## config.mk

```make
export PLATFORM = sky130hd
export DESIGN_NAME = mdir_entry_update
export DESIGN_NICKNAME = d
export VERILOG_FILES = /design/src/rtl/core/mdir_pkg.sv /design/src/rtl/core/mdir_entry_update.sv
export SDC_FILE = /design/constraint.sdc
export NUM_CORES = 1
export LEC_CHECK = 0
export ABC_AREA = 1
export BUFFER_PORTS_ARGS = -buffer_cell sky130_fd_sc_hd__buf_2
export CAP_MARGIN = 20
export CORE_MARGIN = 2
export CORE_UTILIZATION = 40
export DETAILED_ROUTE_END_ITERATION = 7
export MAX_ROUTING_LAYER = met4
export PLACE_DENSITY = 0.68
export SKIP_LAST_GASP = 1
export SLEW_MARGIN = 30
export SYNTH_ARGS = -nofsm -noshare
export SYNTH_HDL_FRONTEND = slang
export SYNTH_SLANG_ARGS = --single-unit
```

## constraint.sdc

```tcl
create_clock -name vclk -period 2.1
set_input_delay 0.21 -clock vclk [all_inputs]
set_output_delay 0.21 -clock vclk [all_outputs]
set_load 0.03 [all_outputs]
```

## src/rtl/core/mdir_pkg.sv

```systemverilog
`default_nettype none

package mdir_pkg;

   localparam int LINES       = 1024;
   localparam int LINE_BITS   = $clog2(LINES);
   localparam int MAX_SHARERS = 8;
   localparam int COUNT_BITS  = $clog2(MAX_SHARERS + 1);
   localparam int PORT_BITS   = 4;

   typedef logic [1:0]           state_type;
   typedef logic [2:0]           code_type;
   typedef logic [PORT_BITS-1:0] port_type;

   localparam state_type ST_I = 2'd0;
   localparam state_type ST_S = 2'd1;
   localparam state_type ST_E = 2'd2;
   localparam state_type ST_M = 2'd3;

   localparam code_type MK_REQ      = 3'd0;
   localparam code_type MK_REQACK   = 3'd1;
   localparam code_type MK_DISP     = 3'd2;
   localparam code_type MK_SETST    = 3'd3;
   localparam code_type MK_SETSTACK = 3'd4;

   localparam code_type ACT_VALID   = 3'd0;
   localparam code_type ACT_INVALID = 3'd1;
   localparam code_type ACT_DIRTY   = 3'd2;
   localparam code_type ACT_SHARED  = 3'd3;
   localparam code_type ACT_EXCL    = 3'd4;

   typedef struct packed {
      state_type                     local_state;
      state_type                     share_state;
      logic [COUNT_BITS-1:0]         count;
      port_type [MAX_SHARERS-1:0]    sharers;
   } entry_type;

   typedef struct packed {
      logic                          req_type;
      logic [LINE_BITS-1:0]          line_index;
      code_type                      msg_kind;
      code_type                      action;
      logic signed [PORT_BITS:0]     port_id;
      logic                          home_node;
      logic                          ack_with_disp;
   } request_type;

   typedef struct packed {
      logic lower;
      logic higher;
   } notify_type;

endpackage

`default_nettype wire

```

## src/rtl/core/mdir_entry_update.sv

```systemverilog
`default_nettype none

module mdir_entry_update import mdir_pkg::*; (
   input  entry_type   old_entry,
   input  request_type rq,
   input  logic        incoherent_mode,
   output entry_type   new_entry,
   output notify_type  notify
);

   state_type                  old_st;
   state_type                  st;
   logic [COUNT_BITS-1:0]      n;
   logic [COUNT_BITS-1:0]      n_after;
   logic                       has_port;
   port_type                   port;
   logic                       known;
   logic                       full;
   logic [MAX_SHARERS-1:0]     hit;
   logic                       seen;
   port_type [MAX_SHARERS-1:0] shifted;
   port_type [MAX_SHARERS-1:0] rm_list;
   port_type [MAX_SHARERS-1:0] add_list;
   logic                       rm_ok;
   logic                       add_ok;
   logic                       lower_need;
   logic                       higher_need;
   logic                       is_req;
   entry_type                  nx;

   always_comb begin
      old_st   = old_entry.local_state;
      n        = old_entry.count;
      has_port = !rq.port_id[PORT_BITS];
      port     = rq.port_id[PORT_BITS-1:0];
      known    = (rq.msg_kind <= MK_SETSTACK) && (rq.action <= ACT_EXCL);
      is_req   = (rq.msg_kind == MK_REQ) || (rq.msg_kind == MK_REQACK);
      full     = n >= COUNT_BITS'(MAX_SHARERS);

      for (int i = 0; i < MAX_SHARERS; i++) begin
         hit[i] = (COUNT_BITS'(i) < n) && (old_entry.sharers[i] == port);
      end

      // Removal closes the gap left by the first matching sharer.
      shifted = old_entry.sharers >> PORT_BITS;
      seen    = 1'b0;
      for (int j = 0; j < MAX_SHARERS; j++) begin
         seen = seen | hit[j];
         if (seen && (COUNT_BITS'(j) < n)) begin
            rm_list[j] = (COUNT_BITS'(j + 1) < n) ? shifted[j] : '0;
         end else begin
            rm_list[j] = old_entry.sharers[j];
         end
      end
      rm_ok = !full && has_port && (|hit);

      for (int j = 0; j < MAX_SHARERS; j++) begin
         add_list[j] = (COUNT_BITS'(j) == n) ? port : old_entry.sharers[j];
      end
      add_ok = !full && has_port && !(|hit);

      if (incoherent_mode) begin
         lower_need = old_st == ST_I;
      end else begin
         unique case (rq.action)
            ACT_VALID:            lower_need = old_st == ST_I;
            ACT_INVALID:          lower_need = 1'b1;
            ACT_DIRTY, ACT_EXCL:  lower_need = (old_st != ST_M) && (old_st != ST_E);
            ACT_SHARED:           lower_need = (old_st != ST_S) && (old_st != ST_E);
            default:              lower_need = 1'b0;
         endcase
      end

      if (n == '0) begin
         higher_need = 1'b0;
      end else if ((n == COUNT_BITS'(1)) && has_port && (old_entry.sharers[0] == port)) begin
         higher_need = 1'b0;
      end else begin
         unique case (rq.action)
            ACT_VALID, ACT_SHARED:           higher_need = old_entry.share_state != ST_S;
            ACT_INVALID, ACT_DIRTY, ACT_EXCL: higher_need = 1'b1;
            default:                         higher_need = 1'b0;
         endcase
      end

      notify.lower  = known && (rq.msg_kind == MK_REQ) && lower_need;
      notify.higher = known && is_req && !rq.home_node && higher_need;

      unique case (rq.action)
         ACT_VALID:   st = (old_st == ST_I) ? ST_E : old_st;
         ACT_INVALID: st = ST_I;
         ACT_DIRTY:   st = ST_M;
         ACT_SHARED:  st = ST_S;
         default:     st = ST_E;
      endcase

      nx      = old_entry;
      n_after = n;
      if (rq.msg_kind == MK_DISP) begin
         if (rm_ok) begin
            nx.sharers = rm_list;
            nx.count   = n - COUNT_BITS'(1);
            if (n == COUNT_BITS'(1)) begin
               nx.share_state = ST_I;
            end
         end
      end else if (rq.msg_kind == MK_SETSTACK) begin
         if (rq.action == ACT_INVALID) begin
            if (rm_ok) begin
               nx.sharers = rm_list;
               nx.count   = n - COUNT_BITS'(1);
               if (n == COUNT_BITS'(1)) begin
                  nx.share_state = ST_I;
               end
            end
         end else if (old_entry.share_state != ST_I) begin
            nx.share_state = ST_S;
         end
         if (rq.home_node) begin
            st = rq.ack_with_disp ? ST_M : old_st;
         end
      end else if (is_req) begin
         if ((old_st != ST_I) && has_port) begin
            st = old_st;
         end
         if ((rq.msg_kind == MK_REQACK) && !rq.home_node) begin
            if (rq.action == ACT_DIRTY) begin
               st = (old_st == ST_I) ? ST_E : old_st;
            end else if (rq.action == ACT_SHARED) begin
               st = ST_S;
            end else if (rq.action == ACT_EXCL) begin
               st = ST_E;
            end
         end
         if (add_ok) begin
            nx.sharers = add_list;
            n_after    = n + COUNT_BITS'(1);
            nx.count   = n_after;
         end
         if (n_after == '0) begin
            nx.share_state = ST_I;
         end else if (n_after > COUNT_BITS'(1)) begin
            nx.share_state = ST_S;
         end else begin
            nx.share_state = (st == ST_S) ? ST_S : ST_E;
         end
      end
      nx.local_state = st;
      if (st == ST_I) begin
         nx = '0;
      end

      new_entry = (known && rq.req_type) ? nx : old_entry;
   end

endmodule

`default_nettype wire

```

==> out/metrics.csv <==
stage,metric,value,unit
detailed_routing,met3_length,1.45,mm
place,place_congestion,1.01,
layout,final_cell_mix,"nand2_1 (165), buf_4 (154), buf_2 (56)",
detailed_routing,drt_iter0_markers,516,
critical_path,cp.required,1.89,ns
timing,slew_headroom,74.3,%
detailed_routing,drc_errors,0,
grt,grt_pass1_wl,24.6,mm
die,fp.dieW,93.1,um
layout,utilization,77.3,%
critical_path,critical-path-slowest-cell,nand4_4,
critical_path,critPathCaptureType,output port,
detailed_routing,antenna_left,0,
synth,synth_seq_area_share,0,%
critical_path,path_delay_family,simple AND/OR/NAND/NOR gates,
timing,setup_ws,-0.496,ns
synth,yosys_warnings,0,
die,rows,32,
timing,rsz0062_at_grt,true,
critical_path,worstPathArrival,2.39,ns
synth,synth_top_family_by_area,simple AND/OR/NAND/NOR gates,
layout,final_nets,947,
synth,synthMuxAreaShare,0,%
layout,instances_no_fill,977,
status,run_status,finished with violations,
detailed_routing,routed.top_layer,met4,
layout,area_growth,87.2,%
synth,syn_area_per_cell,5.00,um^2
place,pre_cts_slack,-0.618,ns
worst_hold_path,worstHoldStart,rq[10],
timing,worst_pin_slew,0.382,ns
layout,fillCellCount,589,
worst_hold_path,hold_end,notify[1],
detailed_routing,wl_met1,6.14,mm
critical_path,crit_fanout,8,
grt,grt_max_degree,21,
status,violations,setup timing,
layout,mostFrequentLayoutCell,nand2_1,
pwr,pwr_density_cell,275,nW/um^2
detailed_routing,first_pass_iters,5,
critical_path,path_class,in -> out,
critical_path,path_cells,buf_12 > clkinvlp_4 > ha_4 > inv_4 > a21oi_4 > nor2_1 > nand3_1 > nand2_2 > nor2_8 > nand3_4 > buf_12 > nor2_8 > nand4_4 > o21ai_2 > o22ai_4 > buf_6,
die,core-area,7690,um^2
detailed_routing,vias,5581,
timing,fin_crit_sh,124,%
timing,setup_violations,38,
timing,period_minus_slack,2.60,ns
worst_hold_path,hold-path-cell-count,3,
grt,antenna_found_initial,0,
run,max_cap_violations,0,
clock_tree,ctsHoldBuffers,0,
timing,hold_violations,0,
detailed_routing,met2_length,7.69,mm
detailed_routing,finalWirelength,16.3,mm
critical_path,critPathLaunchType,input port,
grt,track_usage,35.5,%
detailed_routing,wl_per_cell,16.7,um
detailed_routing,viasPerCell,5.71,
layout,seq_cells,0,
die,ios,107,
synth,yosys.area_share.simple,54.0,%
timing,max_freq,0.385,GHz
grt,grt_overflow,0,
synth,synthAdderAreaFrac,1.97,%
die,die_h,93.1,um
critical_path,path_buf_inv,5,
synth,synth_cell_types,40,
pwr,vdd_drop_max,200,uV
place,io_buffers,97,
synth,synth-compound-area-share,27.8,%
synth,netlist_area,3170,um^2
layout,clkbuf_count,0,
timing,tns,-14.94,ns
layout,drive_gt1_share,49.4,%
grt,grt_pass1_vias,5306,
critical_path,cpPeakStageDelay,0.24,ns
place,dpl.hpwl,11.4,mm
layout,seqCellArea,0,um^2
pwr,total_leakage_power,3.06,nW
die,start_util,41.3,%
place,placedCellCount,958,
worst_hold_path,hold_path_class,in -> out,
synth,synth_xor_area_share,2.21,%
layout,antenna_cells,0,
timing,slew_violations,0,
synth,syn_nets,705,
synth,netlist_instances,635,
die,die_area,8660,um^2
-- cells in the mapped netlist (all sizes together) --
| cell type | n | area (um^2) |
|---|---|---|
| ha | 5 | 62.6 |
| nand4 | 5 | 46.3 |
| a31oi | 3 | 18.8 |
| xor2 | 5 | 43.8 |
| nor2 | 75 | 360 |
| inv | 76 | 293 |
| nor3 | 6 | 40.0 |
| clkinv | 3 | 12.5 |
| o211ai | 20 | 150 |
| o21ai | 68 | 340 |
| nor3b | 1 | 7.51 |
| o21bai | 1 | 7.51 |
| nand3 | 57 | 345 |
| or2 | 2 | 12.5 |
| xnor2 | 3 | 26.3 |
| o2111ai | 1 | 8.76 |
| a21oi | 64 | 324 |
| buf | 12 | 98.8 |
| nand3b | 1 | 7.51 |
| clkbuf | 11 | 41.3 |
| o22ai | 5 | 31.3 |
| nor4 | 3 | 18.8 |
| nand2 | 208 | 876 |
-- power by group --
group          total (W)  internal (W)  switching, W
clock network          0             0             0
logic            0.00163      0.000694      0.000940
registers              0             0             0
total            0.00163      0.000694      0.000940
-- worst min-delay path, delay by kind of cell --
| family | cells | cell delay, ns |
|---|---|---|
| simple gates | 1 | 0.05 |
| buf+inv | 2 | 0.27 |
-- metal layers --
metal / vias to the layer above / global-route usage [%]
met2: 381 / 64.0
met3: 103 / 2.10
met1: 2515 / 41.0
li1: 2582 / -
met4: 0 / 14.3
met5: - / -
-- how the worst max path moves through the flow --
stage | startpoint | to | slack [ns] | depth (start not counted)
after CTS | old_entry[32] | new_entry[10] | -0.44 | 18
after detailed placement | old_entry[32] | new_entry[10] | -0.62 | 18
after global placement | old_entry[32] | new_entry[11] | -0.51 | 18
final | old_entry[32] | new_entry[30] | -0.50 | 16
after floorplan | old_entry[32] | new_entry[2] | -0.14 | 14
after global routing | old_entry[32] | new_entry[16] | -0.59 | 17
-- stage by stage --
stage | hold slack, ns | total power, W | instance area (um^2)
floorplan | 0.544 | 0.000772 | 3430
global placement | 0.739 | 0.00129 | 5050
detailed placement | 0.743 | 0.00131 | 5050
CTS | 0.743 | 0.00149 | 5590
global route | 0.764 | 0.00172 | 5940
finish | 0.741 | 0.00163 | 5940
-- layout make-up --
class                      count  area, um^2  area share [%]
inverter                      79         335            5.65
tap                          102         128            2.15
multi-input combinational    533        3390            57.0
timing repair buffer         263        2090            35.2
-- timing repair --
| item | 4_1_cts | 5_1_grt |
|---|---|---|
| setup endpoints to repair | 38 | 38 |
| resized for setup | 122 | 90 |
| pin swaps | 42 | 61 |
| gates cloned | 0 | 0 |
| setup buffers | 18 | 7 |
-- logic make-up (layout without fill, tap and decap cells) --
family,after synthesis,in the layout
compound gates,162,162
fa+ha+maj,5,5
xor+xnor,8,8
simple gates,358,358
buf+inv,102,342
No activity file was read; power rests on OpenSTA's default activity.
